## src/rtl/cab_pkg.sv

```systemverilog
package cab_pkg;

  // Coordinate range; register saturation bound
  localparam int COORD_LIMIT = 4096;

  // Field widths
  localparam int PIX_W   = 12;
  localparam int DIM_W   = 13;
  localparam int POS_W   = 14;
  localparam int COLOR_W = 32;
  localparam int CFG_IDX_W  = 4;
  localparam int CFG_DATA_W = 32;

  // Stream payload widths (whole bytes)
  localparam int IN_DATA_W  = 88;
  localparam int OUT_DATA_W = 32;

  // Register indexes
  localparam logic [CFG_IDX_W-1:0] REG_FB_WIDTH    = 4'd0;
  localparam logic [CFG_IDX_W-1:0] REG_FB_HEIGHT   = 4'd1;
  localparam logic [CFG_IDX_W-1:0] REG_RECT_X      = 4'd2;
  localparam logic [CFG_IDX_W-1:0] REG_RECT_Y      = 4'd3;
  localparam logic [CFG_IDX_W-1:0] REG_RECT_W      = 4'd4;
  localparam logic [CFG_IDX_W-1:0] REG_RECT_H      = 4'd5;
  localparam logic [CFG_IDX_W-1:0] REG_SOURCE_MODE = 4'd6;
  localparam logic [CFG_IDX_W-1:0] REG_FILL_COLOR  = 4'd7;

  // Source select codes
  localparam logic SRC_FILL  = 1'b0;
  localparam logic SRC_TEXEL = 1'b1;

  // Reset values
  localparam logic [DIM_W-1:0]   FB_WIDTH_RST   = 13'd1280;
  localparam logic [DIM_W-1:0]   FB_HEIGHT_RST  = 13'd720;
  localparam logic [COLOR_W-1:0] FILL_COLOR_RST = 32'hFF00_0000;

  // Live configuration, rect_x/rect_y hold two's complement values
  typedef struct packed {
    logic [DIM_W-1:0]   fb_width;
    logic [DIM_W-1:0]   fb_height;
    logic [POS_W-1:0]   rect_x;
    logic [POS_W-1:0]   rect_y;
    logic [DIM_W-1:0]   rect_w;
    logic [DIM_W-1:0]   rect_h;
    logic               source_mode;
    logic [COLOR_W-1:0] fill_color;
  } cab_cfg_t;

  // One pixel item as held in the input register
  typedef struct packed {
    logic [COLOR_W-1:0] tex_color;
    logic [COLOR_W-1:0] dest_color;
    logic [PIX_W-1:0]   pixel_y;
    logic [PIX_W-1:0]   pixel_x;
  } cab_pix_t;

endpackage

```

## src/rtl/cab_cfg.sv

```systemverilog
module cab_cfg
  import cab_pkg::*;
(
  input  logic                  clk,
  input  logic                  rst_n,
  input  logic                  cfg_valid,
  output logic                  cfg_ready,
  input  logic [CFG_IDX_W-1:0]  cfg_index,
  input  logic [CFG_DATA_W-1:0] cfg_data,
  output cab_cfg_t              cfg_o
);

  localparam logic [DIM_W-1:0] DIM_MAX = DIM_W'(COORD_LIMIT);
  localparam logic signed [POS_W-1:0] POS_MAX = POS_W'(COORD_LIMIT);
  localparam logic signed [POS_W-1:0] POS_MIN = POS_W'(-COORD_LIMIT);

  cab_cfg_t cfg_r;
  cab_cfg_t cfg_nxt;
  logic     wr_en;

  // Clamp a size to the coordinate limit
  function automatic logic [DIM_W-1:0] sat_dim(input logic [DIM_W-1:0] v);
    return (v > DIM_MAX) ? DIM_MAX : v;
  endfunction

  // Clamp a signed position to +/- coordinate limit
  function automatic logic [POS_W-1:0] sat_pos(input logic [POS_W-1:0] v);
    logic signed [POS_W-1:0] s;
    s = $signed(v);
    if (s > POS_MAX) begin
      s = POS_MAX;
    end else if (s < POS_MIN) begin
      s = POS_MIN;
    end
    return s;
  endfunction

  // Always ready; a write is registered and takes effect on the next cycle
  assign cfg_ready = 1'b1;
  assign wr_en     = cfg_valid && cfg_ready;

  always_comb begin
    cfg_nxt = cfg_r;
    if (wr_en) begin
      case (cfg_index)
        REG_FB_WIDTH:    cfg_nxt.fb_width    = sat_dim(cfg_data[DIM_W-1:0]);
        REG_FB_HEIGHT:   cfg_nxt.fb_height   = sat_dim(cfg_data[DIM_W-1:0]);
        REG_RECT_X:      cfg_nxt.rect_x      = sat_pos(cfg_data[POS_W-1:0]);
        REG_RECT_Y:      cfg_nxt.rect_y      = sat_pos(cfg_data[POS_W-1:0]);
        REG_RECT_W:      cfg_nxt.rect_w      = sat_dim(cfg_data[DIM_W-1:0]);
        REG_RECT_H:      cfg_nxt.rect_h      = sat_dim(cfg_data[DIM_W-1:0]);
        REG_SOURCE_MODE: cfg_nxt.source_mode = cfg_data[0];
        REG_FILL_COLOR:  cfg_nxt.fill_color  = cfg_data[COLOR_W-1:0];
        default: ;  // unknown index, dropped
      endcase
    end
  end

  always_ff @(posedge clk) begin
    if (!rst_n) begin
      cfg_r.fb_width    <= FB_WIDTH_RST;
      cfg_r.fb_height   <= FB_HEIGHT_RST;
      cfg_r.rect_x      <= '0;
      cfg_r.rect_y      <= '0;
      cfg_r.rect_w      <= '0;
      cfg_r.rect_h      <= '0;
      cfg_r.source_mode <= SRC_FILL;
      cfg_r.fill_color  <= FILL_COLOR_RST;
    end else begin
      cfg_r <= cfg_nxt;
    end
  end

  assign cfg_o = cfg_r;

endmodule

```

## src/rtl/cab_clip.sv

```systemverilog
module cab_clip
  import cab_pkg::*;
(
  input  cab_cfg_t         cfg_i,
  input  logic [PIX_W-1:0] pixel_x,
  input  logic [PIX_W-1:0] pixel_y,
  output logic             hit
);

  // Wide enough for start + len and for the framebuffer edge
  localparam int SPAN_W = POS_W + 1;

  logic in_x;
  logic in_y;

  // start <= p < min(start + len, edge)
  function automatic logic in_span(input logic [PIX_W-1:0] p,
                                   input logic [POS_W-1:0] start,
                                   input logic [DIM_W-1:0] len,
                                   input logic [DIM_W-1:0] edge_px);
    logic signed [SPAN_W-1:0] p_s;
    logic signed [SPAN_W-1:0] start_s;
    logic signed [SPAN_W-1:0] end_s;
    logic signed [SPAN_W-1:0] edge_s;
    p_s     = $signed({{(SPAN_W-PIX_W){1'b0}}, p});
    start_s = $signed({start[POS_W-1], start});
    edge_s  = $signed({{(SPAN_W-DIM_W){1'b0}}, edge_px});
    end_s   = start_s + $signed({{(SPAN_W-DIM_W){1'b0}}, len});
    if (end_s > edge_s) begin
      end_s = edge_s;
    end
    return (p_s >= start_s) && (p_s < end_s);
  endfunction

  assign in_x = in_span(pixel_x, cfg_i.rect_x, cfg_i.rect_w, cfg_i.fb_width);
  assign in_y = in_span(pixel_y, cfg_i.rect_y, cfg_i.rect_h, cfg_i.fb_height);
  assign hit  = in_x && in_y;

endmodule

```

## src/rtl/cab_blend.sv

```systemverilog
module cab_blend
  import cab_pkg::*;
(
  input  cab_cfg_t           cfg_i,
  input  logic [COLOR_W-1:0] dest_color,
  input  logic [COLOR_W-1:0] tex_color,
  input  logic               hit,
  output logic [COLOR_W-1:0] out_color
);

  localparam int NUM_CH = 3;

  logic [COLOR_W-1:0] src;
  logic [7:0]         alpha;
  logic [7:0]         ch_res [NUM_CH];

  assign src   = (cfg_i.source_mode == SRC_TEXEL) ? tex_color : cfg_i.fill_color;
  assign alpha = src[31:24];

  // Per channel: (a*s + (255-a)*d + 127) / 255
  for (genvar c = 0; c < NUM_CH; c++) begin : g_ch
    logic [7:0]  s_ch;
    logic [7:0]  d_ch;
    logic [15:0] p_src;
    logic [15:0] p_dst;
    logic [16:0] sum;
    logic [16:0] quo;

    assign s_ch  = src[8*c +: 8];
    assign d_ch  = dest_color[8*c +: 8];
    assign p_src = {8'd0, alpha} * {8'd0, s_ch};
    assign p_dst = (16'd255 - {8'd0, alpha}) * {8'd0, d_ch};
    assign sum   = {1'b0, p_src} + {1'b0, p_dst} + 17'd127;
    // Exact x/255 for x below 2^16: (x + (x >> 8) + 1) >> 8
    assign quo   = sum + (sum >> 8) + 17'd1;
    assign ch_res[c] = quo[15:8];
  end

  // Outside pixels pass the destination through untouched
  assign out_color = hit ? {alpha, ch_res[2], ch_res[1], ch_res[0]} : dest_color;

endmodule

```

## src/rtl/clipped_alpha_blend_pixel.sv

```systemverilog
// Clipped source-over alpha blend, one ARGB8888 pixel per transfer.
//
// Input stream: each transfer carries a framebuffer coordinate, the current
// destination pixel and, in bitmap mode, the matching texel. Output stream:
// one transfer per input, carrying the resulting pixel and an inside flag
// (out_tuser) that tells whether the pixel falls in the clipped rectangle.
// Pixels outside come back equal to the destination pixel.
//
// Config port: cfg_valid/cfg_ready with a register index and 32-bit data;
// always ready, a write takes effect on the next cycle. Write only while
// the block is drained.
//
// Timing: two register stages (input register, result register). An accepted
// pixel passes through the input register and then the result register,
// where out_tvalid rises; throughput is one pixel per cycle while the
// receiver keeps up, with combinational clip and blend logic between them.
// When the receiver stalls, the result register holds and the input
// register still takes one more pixel before in_tready drops.
// Reset (rst_n low, synchronous) empties both stages and loads the config
// defaults: 1280x720 framebuffer, empty rectangle, fill mode, opaque black.
module clipped_alpha_blend_pixel
  import cab_pkg::*;
(
  input  logic                  clk,
  input  logic                  rst_n,
  // Config write channel
  input  logic                  cfg_valid,
  output logic                  cfg_ready,
  input  logic [CFG_IDX_W-1:0]  cfg_index,
  input  logic [CFG_DATA_W-1:0] cfg_data,
  // Pixel input
  input  logic                  in_tvalid,
  output logic                  in_tready,
  // pixel_x[11:0], pixel_y[23:12], dest_color[55:24], tex_color[87:56]
  input  logic [IN_DATA_W-1:0]  in_tdata,
  // Pixel result
  output logic                  out_tvalid,
  input  logic                  out_tready,
  // out_color[31:0]
  output logic [OUT_DATA_W-1:0] out_tdata,
  // inside_res[0]
  output logic                  out_tuser
);

  cab_cfg_t           cfg;
  cab_pix_t           pix_r;
  cab_pix_t           pix_nxt;
  logic               v1_r;
  logic               v1_nxt;
  logic               v2_r;
  logic               v2_nxt;
  logic [COLOR_W-1:0] color_r;
  logic [COLOR_W-1:0] color_nxt;
  logic               inside_r;
  logic               inside_nxt;
  logic               in_xfer;
  logic               adv;
  logic               inside_c;
  logic [COLOR_W-1:0] color_c;

  // Config registers
  cab_cfg u_cfg (
    .clk       (clk),
    .rst_n     (rst_n),
    .cfg_valid (cfg_valid),
    .cfg_ready (cfg_ready),
    .cfg_index (cfg_index),
    .cfg_data  (cfg_data),
    .cfg_o     (cfg)
  );

  // Stage handshake: stage 1 frees when it moves to stage 2
  assign adv       = v1_r && (!v2_r || out_tready);
  assign in_tready = !v1_r || !v2_r || out_tready;
  assign in_xfer   = in_tvalid && in_tready;

  always_comb begin
    v1_nxt = v1_r;
    if (in_xfer) begin
      v1_nxt = 1'b1;
    end else if (adv) begin
      v1_nxt = 1'b0;
    end
    v2_nxt = v2_r;
    if (adv) begin
      v2_nxt = 1'b1;
    end else if (out_tready) begin
      v2_nxt = 1'b0;
    end
  end

  always_ff @(posedge clk) begin
    if (!rst_n) begin
      v1_r <= 1'b0;
      v2_r <= 1'b0;
    end else begin
      v1_r <= v1_nxt;
      v2_r <= v2_nxt;
    end
  end

  // Input register
  assign pix_nxt = in_xfer ? cab_pix_t'(in_tdata) : pix_r;

  always_ff @(posedge clk) begin
    pix_r <= pix_nxt;
  end

  // Clip test and blend
  cab_clip u_clip (
    .cfg_i   (cfg),
    .pixel_x (pix_r.pixel_x),
    .pixel_y (pix_r.pixel_y),
    .hit     (inside_c)
  );

  cab_blend u_blend (
    .cfg_i      (cfg),
    .dest_color (pix_r.dest_color),
    .tex_color  (pix_r.tex_color),
    .hit        (inside_c),
    .out_color  (color_c)
  );

  // Result register
  assign color_nxt  = adv ? color_c : color_r;
  assign inside_nxt = adv ? inside_c : inside_r;

  always_ff @(posedge clk) begin
    color_r  <= color_nxt;
    inside_r <= inside_nxt;
  end

  assign out_tvalid = v2_r;
  assign out_tdata  = color_r;
  assign out_tuser  = inside_r;

endmodule

```

## config.mk

```make
export PLATFORM = sky130hd
export DESIGN_NAME = clipped_alpha_blend_pixel
export DESIGN_NICKNAME = d
export VERILOG_FILES = /design/src/rtl/cab_pkg.sv /design/src/rtl/cab_cfg.sv /design/src/rtl/cab_clip.sv /design/src/rtl/cab_blend.sv /design/src/rtl/clipped_alpha_blend_pixel.sv
export SDC_FILE = /design/constraint.sdc
export NUM_CORES = 1
export LEC_CHECK = 0
export BUFFER_PORTS_ARGS = -buffer_cell sky130_fd_sc_hd__buf_2
export CAP_MARGIN = 20
export CORE_MARGIN = 8
export CORE_UTILIZATION = 55
export DETAILED_ROUTE_END_ITERATION = 8
export HOLD_SLACK_MARGIN = 0.1
export PLACE_DENSITY = 0.77
export SETUP_SLACK_MARGIN = 0.5
export SYNTH_ARGS = -nofsm -noshare
export SYNTH_HDL_FRONTEND = slang
export SYNTH_HIERARCHICAL = 1
export SYNTH_SLANG_ARGS = --single-unit
```

## constraint.sdc

```tcl
create_clock -name clk -period 33.5 [get_ports clk]
set_clock_uncertainty 0.1 [all_clocks]
set_input_delay 3.35 -clock clk [delete_from_list [all_inputs] [get_ports clk]]
set_output_delay 3.35 -clock clk [all_outputs]
set_load 0.005 [all_outputs]
```

### Word-level counts from Yosys, hierarchy flattened

Index checks and enable logic that the tools add are counted.

| storage, ports and cells | value |
|---|---|
| flip-flop bits (word level) | 236 |
| latch bits | 0 |
| memory bits (writable) | 0 |
| memory bits (read-only) | 0 |
| input bits | 129 |
| memories | 0 |

| operators by class | value |
|---|---|
| add/subtract/negate cells | 15 |
| multiply operators | 6 |
| divide/modulo/power cells | 0 |
| magnitude comparators | 9 |
| eq/ne operators | 7 |
| shift-type cells | 0 |
| mux-type cells | 11 |
| bitwise logic cells | 0 |
| reductions and logical operators | 21 |

Operator list:

| kind | number |
|---|---|
| two-way mux 32 bit | 2 |
| adder 16 x 16 -> 17 bit | 3 |
| adder 17 x 7 -> 17 bit (second input constant) | 3 |
| adder 16 x 1 -> 16 bit (second input constant) | 3 |
| adder 16 x 9 -> 16 bit | 3 |
| multiplier 16 x 8 -> 16 bit | 3 |
| multiplier 8 x 8 -> 16 bit | 3 |
| adder 14 x 14 -> 15 bit | 2 |
| > comparator 15 x 14 -> 1 bit | 2 |
| less-than comparator 13 x 15 -> 1 bit | 2 |
| two-way mux 15 bit | 2 |
| greater-or-equal comparator 13 x 14 -> 1 bit | 2 |
| two-way mux 14 bit | 2 |
| equality test 4 x 3 -> 1 bit (second input constant) | 4 |
| AND reduction 2 bit | 8 |
| > comparator 14 bit (second input constant) | 1 |
| less-than comparator 14 x 13 -> 1 bit (second input constant) | 1 |
| > comparator 13 bit (second input constant) | 1 |
| two-way mux 13 bit | 1 |
| subtractor 8 x 8 -> 9 bit (first input constant) | 1 |
| equality test 4 x 2 -> 1 bit (second input constant) | 2 |
| logical AND 1 bit | 5 |
| equality test 4 x 1 -> 1 bit (second input constant) | 1 |
| zero test 4 bit | 1 |
| other kinds (4) | 11 |

### Logic depth before layout (Yosys ltp)

Gate-level depths: netlist of run 1.

| logic depth | value |
|---|---|
| word-level depth | 8 |
| gate-level depth with buffers | 47 |
| mapped depth without buffers | 42 |

### Hierarchy

The synthesis of run 1 kept the hierarchy.

By module, submodules not included:

| module | times used | cells an instance | area an instance (sq um) |
|---|---|---|---|
| cab_blend | 1 | 1975 | 16380.7 |
| cab_cfg | 1 | 495 | 4441.8 |
| clipped_alpha_blend_pixel | 1 | 130 | 3737.3 |
| cab_clip | 1 | 463 | 3339.5 |

### Worst setup path before layout of run 1

OpenSTA, ideal clock, no wires.

| path | value |
|---|---|
| path type | flip-flop to flip-flop |
| start | register u_cfg.cfg_r (netlist bit u_cfg/cfg_o[32]) |
| end | register color_r[9], in the netlist out_tdata[9] (data pin) |
| setup time | 260 ps |
| data arrival time | 10213 ps |
| data required time | 33140 ps |
| setup slack | 22927 ps |
| cell stages (with the launch flop) | 38 |
| buffers on the path | 4 |
| clock period less this slack | 10573 ps |
| cells stage by stage | dfxtp_1 > buf_2 > buf_1 > buf_1 > mux2i_1 > clkbuf_1 > nand2_1 > fa_1 > inv_1 > fa_1 > ha_1 > inv_1 > fa_1 > inv_1 > ha_1 > a21o_1 > a21oi_1 > xnor2_1 > (+2 left out) > inv_1 > fa_1 > fa_1 > ha_1 > ha_1 > a2111oi_0 > o21ai_0 > a41oi_1 > o21ai_0 > o211ai_1 > xnor2_1 > inv_1 > ha_1 > a2111o_1 > o311a_1 > or2_2 > xor2_1 > mux2_2 |

| on the way | value |
|---|---|
| word-level cells in the longest chain between the ends | 8 |
| elaborated cells between the ends (all ways) | 9 |
| those cells by class | add/sub (5); mul (2); mux (2) |

RTL lines:

| element | RTL line | text |
|---|---|---|
| from (decl) | cab_cfg.sv:17 | `cab_cfg_t cfg_r;` |
| from (signal assigned) | cab_cfg.sv:70 | `cfg_r <= cfg_nxt;` |
| two-way mux 32 bit (*) | cab_blend.sv:17 | `assign src = (cfg_i.source_mode == SRC_TEXEL) ? tex_color : cfg_i.fill_color;` |
| subtractor 8 x 8 -> 9 bit | cab_blend.sv:32 | `assign p_dst = (16'd255 - {8'd0, alpha}) * {8'd0, d_ch};` |
| multiplier 16 x 8 -> 16 bit | cab_blend.sv:32 |  |
| adder 16 x 16 -> 17 bit (*) | cab_blend.sv:33 | `assign sum = {1'b0, p_src} + {1'b0, p_dst} + 17'd127;` |
| adder 17 x 7 -> 17 bit (*) | cab_blend.sv:33 |  |
| adder 16 x 9 -> 16 bit (*) | cab_blend.sv:35 | `assign quo = sum + (sum >> 8) + 17'd1;` |
| adder 16 x 1 -> 16 bit (*) | cab_blend.sv:35 |  |
| two-way mux 32 bit (*) | cab_blend.sv:40 | `assign out_color = hit ? {alpha, ch_res[2], ch_res[1], ch_res[0]} : dest_color;` |
| via color_c[9] | clipped_alpha_blend_pixel.sv:59 | `logic [COLOR_W-1:0] color_c;` |
| to (signal assigned) | clipped_alpha_blend_pixel.sv:130 | `color_r <= color_nxt;` |
| to (decl) | clipped_alpha_blend_pixel.sv:52 | `logic [COLOR_W-1:0] color_r;` |

Mark *: on every way through the listed nets, which the timed path passes. The rest lies on a longest branch.
A chain may end at the register's enable or synchronous reset.

### Worst setup path in the final report of run 1

| path | value |
|---|---|
| start | register u_cfg.cfg_r (netlist bit u_cfg/cfg_o[32]) |
| end | register color_r[15], in the netlist out_tdata[15] (data pin) |

Same word-level chain as after synthesis.

==> summary.md, run 1 <==
| Metric | Value |
|---|---|
| Status | complete, no violations |
| CTS tree | built |
| Rel. slew slack | between 20% and 30% |
| Sequential fraction of the synthesis area | between 20% and 30% |
| Maximum VDD drop | between 0.04 and 0.05 mV |
| Gpl congestion | around 0.94 |
| F_max | 0.0832 GHz |
| # Max-Cap Violations | 0 |
| Fin. max-slew vios | 0 |
| CP peak stage delay | around 740 ps |
| Final Cycle Share | between 30% and 40% |
| Avg Inst Size Synth | about 9.1 um^2 |
| Port bufs | ~160 |
| Final non-filler cell total | between 3k and 4k |
| DR iter-0 viols | 2054 |
| Distinct cell type count after synthesis | approximately 100 |
| Initial core utilization | between 50% and 60% |
| Most used DFF post-synth | edfxtp_1 |
| GR Overflow Total | 0 |
| Setup WS post-layout | 21480 ps |
| Worst path most repeated cell | fa_1 |
| Mapped Cells | 3063 |
| Pre-CTS WS | 21660 ps |
| H-tree levels | 1 |
| Worst Tran Pin Value | between 1000 and 1500 ps |
| Setup Crit Path Kind | reg -> reg |
| Synth area leader | fa_1 |
| Clock buffer depth | 3 |
| Synth top cells by count | 514 x inv_1, 366 x ha_1, 277 x fa_1 |
| Clock latency on the worst-skew pair | about 600 ps |
| Tot Pwr | 983 uW |
| Final core utilization | about three fifths |
| Total routed wirelength | 75600 um |
| Clock buffer count from CTS | 29 |
| First-pass GRT wire length | roughly 120000 um |
| Core area | 0.0502 mm^2 |
| Inst Count DP | 3803 |
| Vias in the first global route | 22.9k |
| Synth top area cells | fa_1 20%, ha_1 16%, edfxtp_1 13% |
| WHS | approximately 380 ps |
| Overall global routing resource usage | approximately a quarter |
| Postcts setup bufs | 0 |
| Critical Path Source Type | flip-flop |
| Total number of vias | approximately 23k |
| Post-DP HPWL | 58600 um |
| Design area | 0.0303 mm^2 |
| Final setup vio count | 0 |
| Hold_buf cts | 0 |
| Lkg Pwr | 14.5 nW |
| Syn Nets | 3835 |
| Critical path required time | 33730 ps |
| Post-synth ARST share | 0% |
| Post-synth EDFFs | 121 |
| Clk sink count | about 240 |
| # DRC | 0 |
| Critical path arrival | 12250 ps |
| Worst Hold Class | reg -> reg |
| Post-synth design cell area | approximately 0.028 mm^2 |
| TNS Setup | 0 ps |
| Crit. End Element | flip-flop |
| Routed wire per std cell | ~20 um |
| Critical Path Fanout Max | 24 |
| Warnings from Yosys | 6 |
| Initial antenna violation count | 3 |
| Vias per inst | 5.86 |
| PwrDens | roughly 32 mW/mm^2 |
| Post-cts sizing count | 0 |
| 1st-pass router iterations | 5 |
| Synth-to-layout area growth | 8.61% |
| Post-synth top area share | between 15 and 20% |
| Hold Violations, Final | 0 |
| Fillers | between 4k and 5k |
| Routed Antenna Nets | 0 |
| Row count | between 80 and 90 |
| I/O Pins | approximately 170 |
| Most frequent cell after synthesis | inv_1 |
| Die area | 0.0582 mm^2 |
| Clock Pin Slew Worst Setup and Hold Paths | approximately 60 ps |
| Share of layout cells above drive strength 1 | 10.6% |
| Post-Place Cell Area | about 0.029 mm^2 |
| Die Span X | ~240 um |
| RSZ-0062 raised after global routing | false |
| Largest net degree at the start of global routing | 62 |
| Slowest library cell on the worst path | dfxtp_2 |
| Final Net Count | a little under 4k |
| Die H | approximately 240 um |
| Yosys reg bits | 236 |
| Tmin final | approximately 12000 ps |
| Root Buffer | clkbuf_16 |
layout make-up:
class                   count  area, um^2  share of cell area [%]
multi-input cells        2195       19600                    64.8
flip-flops and latches    236        5940                    19.6
inverters                 515        1930                    6.38
repair buffers            185         981                    3.24
well taps                 672         841                    2.77
clock buffers              38         811                    2.68
clock inverters            14         168                   0.553
diodes                      1        2.50                 0.00826
layout by cell type (no fill, tap or decap), types with 6 or more instances in the layout:
cell         n
nor2_1     173
nand3_1     95
nor2b_1     23
edfxtp_1   121
o21ai_0    126
or2_2       17
o41ai_1      7
buf_2      163
a32o_2      10
clkbuf_16   30
o31a_1       9
nand2_1    233
a21oi_1    173
dfxtp_1    114
buf_4       22
a32o_1      34
and2_1     162
inv_1      514
mux2i_1     13
or3_1        7
nand4_1     19
nor4_1       7
ha_1       366
a21boi_0    10
xor2_1      25
mux2i_4      6
o21bai_1    18
a211oi_1    22
mux2_2      30
o211ai_1    12
fa_1       277
xnor2_1     73
a21o_1      27
nor3_1      50
nand2b_1    12
a31oi_1     15
o21a_1      24
path summary, 6_finish.rpt:
check / startpoint / end / slack (ps) / cells past startpoint
worst min-delay path: u_cfg/cfg_o[6]$_SDFFE_PN0P_ / u_cfg/cfg_o[6]$_SDFFE_PN0P_ / 380 / 2
worst max-delay path: u_cfg/cfg_o[32]$_SDFFE_PN0P_ / out_tdata[15]$_DFFE_PP_ / 21480 / 36
worst min register to register: u_cfg/cfg_o[6]$_SDFFE_PN0P_ / u_cfg/cfg_o[6]$_SDFFE_PN0P_ / 380 / 2
worst max register to register: u_cfg/cfg_o[32]$_SDFFE_PN0P_ / out_tdata[15]$_DFFE_PP_ / 21480 / 36
worst max-delay path: cells and delay by family, from the launching register on:
| kind | cells | cell delay, ps |
|---|---|---|
| adders and majority gates | 12 | 5130 |
| AOI/OAI and AO/OA | 11 | 3100 |
| buffers and inverters | 7 | 1160 |
| DFF | 1 | 740 |
| muxes | 1 | 680 |
| xor gates and xnor gates | 3 | 540 |
| and+or+nand+nor | 2 | 250 |
cell families (layout without fill, tap and decap cells):
group	count (synthesis)	count (layout)	synth area share (%)
xor+xnor	99	99	3.13
fa+ha+maj	643	643	36.3
flops	236	236	21.3
simple gates	838	838	14.8
compound gates	563	563	13.7
mux	51	51	1.96
buf+inv	632	752	8.77
other cells	1	2	0.0134
registers in the layout, indices dropped and copies added, names as in the netlist:
signal       cells
v1_r             1
u_cfg/cfg_o    113
pix_r           88
out_tdata       32
out_tuser        1
out_tvalid       1
layer usage:
layer | share of wire [%] | vias up | GRT usage, %
li1 | - | 10471 | -
met1 | 41 | 11045 | 33.2
met2 | 47 | 915 | 43.2
met3 | 8.2 | 180 | 4.83
met4 | 4.1 | 4 | 9.54
met5 | 0.036 | - | 0
power by group:
part	internal (mW)	switching, mW	total, mW
clock	0.188	0.139	0.327
combinational	0.131	0.199	0.330
sequential	0.316	0.0106	0.327
Note: power is estimated with default switching activity, not from simulation.
==> run 2: changes to the inputs <==
Clock period 33.5 ns to 11.25 ns, I/O delays scaled along.
==> summary.md, run 2 (synthesis results as in run 1) <==
| Metric | Value |
|---|---|
| Final core utilization | 60.8% (+0.42 points) |
| Fin. max-slew vios | 0 (unchanged) |
| Clock buffer count from CTS | 28 (-3.4%) |
| Clock latency on the worst-skew pair | 620 ps (about the same) |
| Initial antenna violation count | 2 (-1) |
| Final setup vio count | 0 (unchanged) |
| Gpl congestion | 0.967 (+2.7%) |
| Part of the power in registers | 33.3% (about the same) |
| Share of layout cells above drive strength 1 | 11.3% (+0.69 points) |
| Worst Tran Pin Value | 1170 ps (-2.92 ps) |
| Die area | 0.0582 mm^2 (unchanged) |
| Final Net Count | 3951 (+0.43%) |
| # Max-Cap Violations | 0 (unchanged) |
| Clk sink count | 236 (unchanged) |
| First-pass GRT wire length | 122000 um (+1.5%) |
| Total routed wirelength | 76300 um (+0.86%) |
| Inst Count DP | 3811 (+0.21%) |
| Sw power | 1.05 mW (+200%) |
| Die H | 241 um (unchanged) |
| Clock buffer depth | 3 (unchanged) |
| Status | complete, no violations |
| Port bufs | 163 (unchanged) |
| Setup Crit Path Kind | reg -> reg |
| Final Cycle Share | 92.1% (+56 points) |
| Routed Antenna Nets | 0 (unchanged) |
| Overall global routing resource usage | 26.2% (+0.36 points) |
| Tot Pwr | 2.92 mW (+200%) |
| Pre-CTS WS | 508 ps (-21150 ps) |
| Core area | 0.0502 mm^2 (unchanged) |
| Commonest cells after routing, fill and taps aside | 514 x inv_1, 366 x ha_1, 277 x fa_1, 233 x nand2_1 |
| # DRC | 0 (unchanged) |
| Post-Place Cell Area | 0.0294 mm^2 (+0.20%) |
| RSZ-0062 raised after global routing | false |
| CP peak stage delay | 640 ps (-100 ps) |
| Slowest library cell on the worst path | or4_1 |
| Critical path arrival | 10600 ps (-1650 ps) |
| Hold_buf cts | 0 (unchanged) |
| Root Buffer | clkbuf_16 |
| Worst Hold Class | reg -> reg |
| Rel. slew slack | 21.9% (+0.20 points) |
| Maximum VDD drop | 0.146 mV (+210%) |
| Post-DP HPWL | 59600 um (+1.8%) |
| CTS tree | built |
| P_int | 1.87 mW (+190%) |
| DR iter-0 viols | 1717 (-16%) |
| Critical path required time | 11490 ps (-22240 ps) |
| Tmin final | 10360 ps (-1660 ps) |
| Vias per inst | 5.84 (-0.42%) |
| Setup WS post-layout | 890 ps (-20590 ps) |
| WHS | 374 ps (-1.89 ps) |
| Design area | 0.0305 mm^2 (+0.70%) |
| Hold Violations, Final | 0 (unchanged) |
| Row count | 82 (unchanged) |
| Net Sw Frac | 35.9% (+0.46 points) |
| Vias in the first global route | 23.7k (+3.2%) |
| Combinational share of power | 34.0% (+0.5 points) |
| H-tree levels | 1 (unchanged) |
| Max FFs per register | 113 (unchanged) |
| Crit. End Element | flip-flop |
| I/O Pins | 165 (unchanged) |
| Leading cell type in the layout, fill and taps excluded | inv_1 |
| Largest net degree at the start of global routing | 58 (-6.5%) |
| 1st-pass router iterations | 6 (+1) |
| GR Overflow Total | 0 (unchanged) |
| Initial core utilization | 55.6% (unchanged) |
| Critical Path Source Type | flip-flop |
| Synth-to-layout area growth | 9.37% |
| Lkg Pwr | 14.6 nW (+0.66%) |
| TNS Setup | 0 ps (unchanged) |
| Final non-filler cell total | 3874 (+0.47%) |
| Clock Pin Slew Worst Setup and Hold Paths | 70 ps (about the same) |
| Die Span X | 241 um (unchanged) |
| Total number of vias | 22.6k (+0.044%) |
| Routed wire per std cell | 19.7 um (+0.39%) |
| Critical Path Fanout Max | 12 (-50%) |
| Clk pwr share | 32.7% (-0.6 points) |
| F_max | 0.0965 GHz (+16%) |
| PwrDens | 95.5 mW/mm^2 (+190%) |
[run 2: cell types whose count changed in the layout (fill, tap and decap cells not counted), sizes merged]
cell,previous run,this run
inv,521,519
clkinv,5,11
bufinv,2,3
clkinvlp,1,3
buf,185,203
clkbuf,38,31
[run 2: power by group through the flow]
stage / combinational (mW) / sequential, mW / clock [mW]
6_report: 0.990 / 0.972 / 0.954
5_1_grt: 1.11 / 0.975 / 1.00
4_1_cts: 0.975 / 0.972 / 0.973
3_5_place_dp: 0.965 / 0.990 / 0
3_3_place_gp: 0.932 / 0.989 / 0
2_1_floorplan: 0.724 / 0.974 / 0
[run 2: area by class of cell]
class | count | area, um^2
Clock buffer | 31 | 712
Clock inverter | 21 | 246
Fill cell | 4269 | 19700
Multi-Input combinational cell | 2195 | 19700
Timing Repair Buffer | 203 | 1150
Tap cell | 672 | 841
Sequential cell | 236 | 5940
Inverter | 515 | 1930
Antenna cell | 1 | 2.50
[run 2: per-layer routing]
layer	vias to the layer above	routed length [um]	global-route usage, %
met3	195	5890	4.91
met5	-	13	0
li1	10497	-	-
met4	2	3310	11.1
met2	933	36300	43.9
met1	10998	30800	33.1
[run 2: repair_timing]
item / in CTS / in global routing
buffers inserted: 3 / 7
resized for setup: 1 / 14
pin swaps: 0 / 1
hold endpoints to repair: 0 / 0
setup endpoints to repair: 5 / 23
[run 2: final timing paths]
kind,from,endpoint,slack (ps),cells after the start
max,u_cfg/cfg_o[32]$_SDFFE_PN0P_,out_tdata[5]$_DFFE_PP_,890,37
min,u_cfg/cfg_o[2]$_SDFFE_PN0P_,u_cfg/cfg_o[2]$_SDFFE_PN0P_,370,2
max reg2reg,u_cfg/cfg_o[32]$_SDFFE_PN0P_,out_tdata[5]$_DFFE_PP_,890,37
min reg2reg,u_cfg/cfg_o[2]$_SDFFE_PN0P_,u_cfg/cfg_o[2]$_SDFFE_PN0P_,370,2
[run 2: worst max-delay path, delay by kind of cell, from the launching register on]
family | cells | cell delay (ps)
compound gates | 8 | 1490
xor+xnor | 1 | 150
fa+ha+maj | 11 | 4830
buf+inv | 8 | 880
flops | 1 | 460
mux | 2 | 480
simple gates | 7 | 1740
==> run 3: changes to the inputs <==
Settings changed: CORE_UTILIZATION 55 to 60, PLACE_DENSITY 0.77 to 0.83.
==> summary.md, run 3 (synthesis results as in run 1) <==
| Metric | Value |
|---|---|
| Rel. slew slack | 23.8% (+1.9 points) |
| 1st-pass router iterations | 5 (-1) |
| R2R Setup Slk | 880 ps (about the same) |
| Max FFs per register | 113 (unchanged) |
| Design area | 0.0305 mm^2 (-0.19%) |
| Total routed wirelength | 77800 um (+2.1%) |
| Core area | 0.0463 mm^2 (-7.8%) |
| Hold Violations, Final | 0 (unchanged) |
| Worst reg2reg startpoint | u_cfg/cfg_o[32]$_SDFFE_PN0P_ |
| PwrDens | 97.0 mW/mm^2 (+1.5%) |
| CTS tree | built |
| # Max-Cap Violations | 0 (unchanged) |
| Clk sink count | 236 (unchanged) |
| DR iter-0 viols | 2367 (+38%) |
| Sw power | 1.04 mW (-0.81%) |
| Clk pwr share | 33.2% (+0.5 points) |
| F_max | 0.0964 GHz (-0.14%) |
| Clock latency on the worst-skew pair | 620 ps (about the same) |
| Critical Path Source Type | flip-flop |
| Final setup vio count | 0 (unchanged) |
| Leading cell type in the layout, fill and taps excluded | inv_1 |
| Part of the power in registers | 33.0% (-0.3 points) |
| Initial core utilization | 60.3% (+4.7 points) |
| Combinational share of power | 33.8% (-0.2 points) |
| Die area | 0.0537 mm^2 (-7.8%) |
| Slowest library cell on the worst path | fa_1 |
| Clock Pin Slew Worst Setup and Hold Paths | 70 ps (about the same) |
| Worst Tran Pin Value | 1110 ps (-56.5 ps) |
| Vias per inst | 6.03 (+3.2%) |
| # DRC | 0 (unchanged) |
| Fin. max-slew vios | 0 (unchanged) |
| Status | complete, no violations |
| CP peak stage delay | 550 ps (-90 ps) |
| Vias in the first global route | 24.0k (+1.4%) |
| Crit. End Element | flip-flop |
| ANT cells | 0 (-1) |
| Routed wire per std cell | 20.4 um (+3.9%) |
| Gpl congestion | 0.976 (+0.96%) |
| Hold Crit Endpoint | u_cfg/cfg_o[6]$_SDFFE_PN0P_ |
| Post-DP HPWL | 60300 um (+1.2%) |
| Final non-filler cell total | 3806 (-1.8%) |
| Lkg Pwr | 14.6 nW (about the same) |
| P_int | 1.92 mW (+2.5%) |
| Clock buffer count from CTS | 28 (unchanged) |
| Critical Path Fanout Max | 13 (+1) |
| Row count | 79 (-3.7%) |
| Initial antenna violation count | 1 (-1) |
| Critical path required time | 11620 ps (+130 ps) |
| Hold path startpoint | u_cfg/cfg_o[6]$_SDFFE_PN0P_ |
| Net Sw Frac | 35.1% (-0.75 points) |
| Maximum VDD drop | 0.149 mV (+1.8%) |
| Synth-to-layout area growth | 9.16% |
| Tot Pwr | 2.95 mW (+1.3%) |
| RSZ-0062 raised after global routing | false |
| Worst Hold Depth | 2 (unchanged) |
| Commonest cells after routing, fill and taps aside | 514 x inv_1, 366 x ha_1, 277 x fa_1, 233 x nand2_1 |
| Reg2Reg Depth | 40 (+8.1%) |
| Total number of vias | 22.9k (+1.4%) |
| Post-Place Cell Area | 0.0293 mm^2 (-0.38%) |
| Final core utilization | 65.8% (+5.0 points) |
| RR Endpoint | out_tdata[23]$_DFFE_PP_ |
| First-pass GRT wire length | 123000 um (+1.0%) |
| TNS Setup | 0 ps (unchanged) |
| Worst Hold Class | reg -> reg |
| Routed Antenna Nets | 0 (unchanged) |
| H-tree levels | 1 (unchanged) |
| Final Net Count | 3949 (-0.051%) |
| Setup Crit Path Kind | reg -> reg |
| Final Cycle Share | 92.2% (+0.13 points) |
| Port bufs | 163 (unchanged) |
| Tmin final | 10370 ps (+14.9 ps) |
| Critical path arrival | 10740 ps (+140 ps) |
| Largest net degree at the start of global routing | 77 (+33%) |
| Root Buffer | clkbuf_16 |
| GR Overflow Total | 0 (unchanged) |
| Overall global routing resource usage | 28.5% (+2.3 points) |
| Inst Count DP | 3743 (-1.8%) |
| Clock buffer depth | 3 (unchanged) |
| Share of layout cells above drive strength 1 | 11.2% (-0.12 points) |
| Die Span X | 232 um (-4.0%) |
| Worst path most repeated cell | ha_1 |
| Die H | 232 um (-4.0%) |
| I/O Pins | 165 (unchanged) |
run 3: repair_timing:
action                                  in CTS  in global routing
cloned                                       0                  0
hold buffers                                 0                  0
endpoints found under the setup margin       4                 14
pin swaps                                    0                  0
setup buffers                                0                 10
gates resized for setup                      2                  9
run 3: cell type report:
cell class	instances	area (um^2)
clock inverter	15	190
sequential	236	5940
multi-input combinational	2195	19700
inverter	515	1930
tap	607	759
fill	3676	15800
timing repair buffer	201	1150
clock buffer	37	808
run 3: per-stage QoR:
stage	setup slack (ps)	hold slack, ps
6_report	875	379
5_1_grt	500	404
4_1_cts	567	375
3_5_place_dp	438	367
3_3_place_gp	732	362
2_1_floorplan	677	348
run 3: how the worst max path moves through the flow:
stage | start | end | slack (ps) | cells past startpoint
5_1_grt | u_cfg/cfg_o[32]$_SDFFE_PN0P_ | out_tdata[23]$_DFFE_PP_ | 500 | 41
3_3_place_gp | u_cfg/cfg_o[32]$_SDFFE_PN0P_ | out_tdata[15]$_DFFE_PP_ | 730 | 33
6_report | u_cfg/cfg_o[32]$_SDFFE_PN0P_ | out_tdata[23]$_DFFE_PP_ | 880 | 40
2_1_floorplan | u_cfg/cfg_o[32]$_SDFFE_PN0P_ | out_tdata[9]$_DFFE_PP_ | 680 | 37
3_5_place_dp | u_cfg/cfg_o[32]$_SDFFE_PN0P_ | out_tdata[13]$_DFFE_PP_ | 440 | 34
4_1_cts | u_cfg/cfg_o[32]$_SDFFE_PN0P_ | out_tdata[13]$_DFFE_PP_ | 570 | 34
run 3: power groups by stage:
| stage | clock network, mW | logic [mW] | registers (mW) |
|---|---|---|---|
| after floorplan | 0 | 0.724 | 0.974 |
| final | 0.980 | 0.999 | 0.974 |
| after detailed placement | 0 | 0.966 | 0.992 |
| after global routing | 1.03 | 1.11 | 0.977 |
| after CTS | 0.994 | 0.976 | 0.974 |
| after global placement | 0 | 0.922 | 0.991 |
run 3: worst max-delay path: cells and delay by family, from the launching register on:
kind	cells	cell delay [ps]
xor+xnor	1	250
flops	1	400
fa+ha+maj	13	4660
compound gates	8	1970
simple gates	8	1500
buf+inv	9	1070
mux	1	310
run 3: layer usage:
metal	wire, um	GRT usage [%]	up-vias
met5	13	0	-
met4	4330	13.8	2
met3	6500	5.65	248
met2	37200	47.9	1022
met1	29800	34.8	11167
li1	-	-	10498
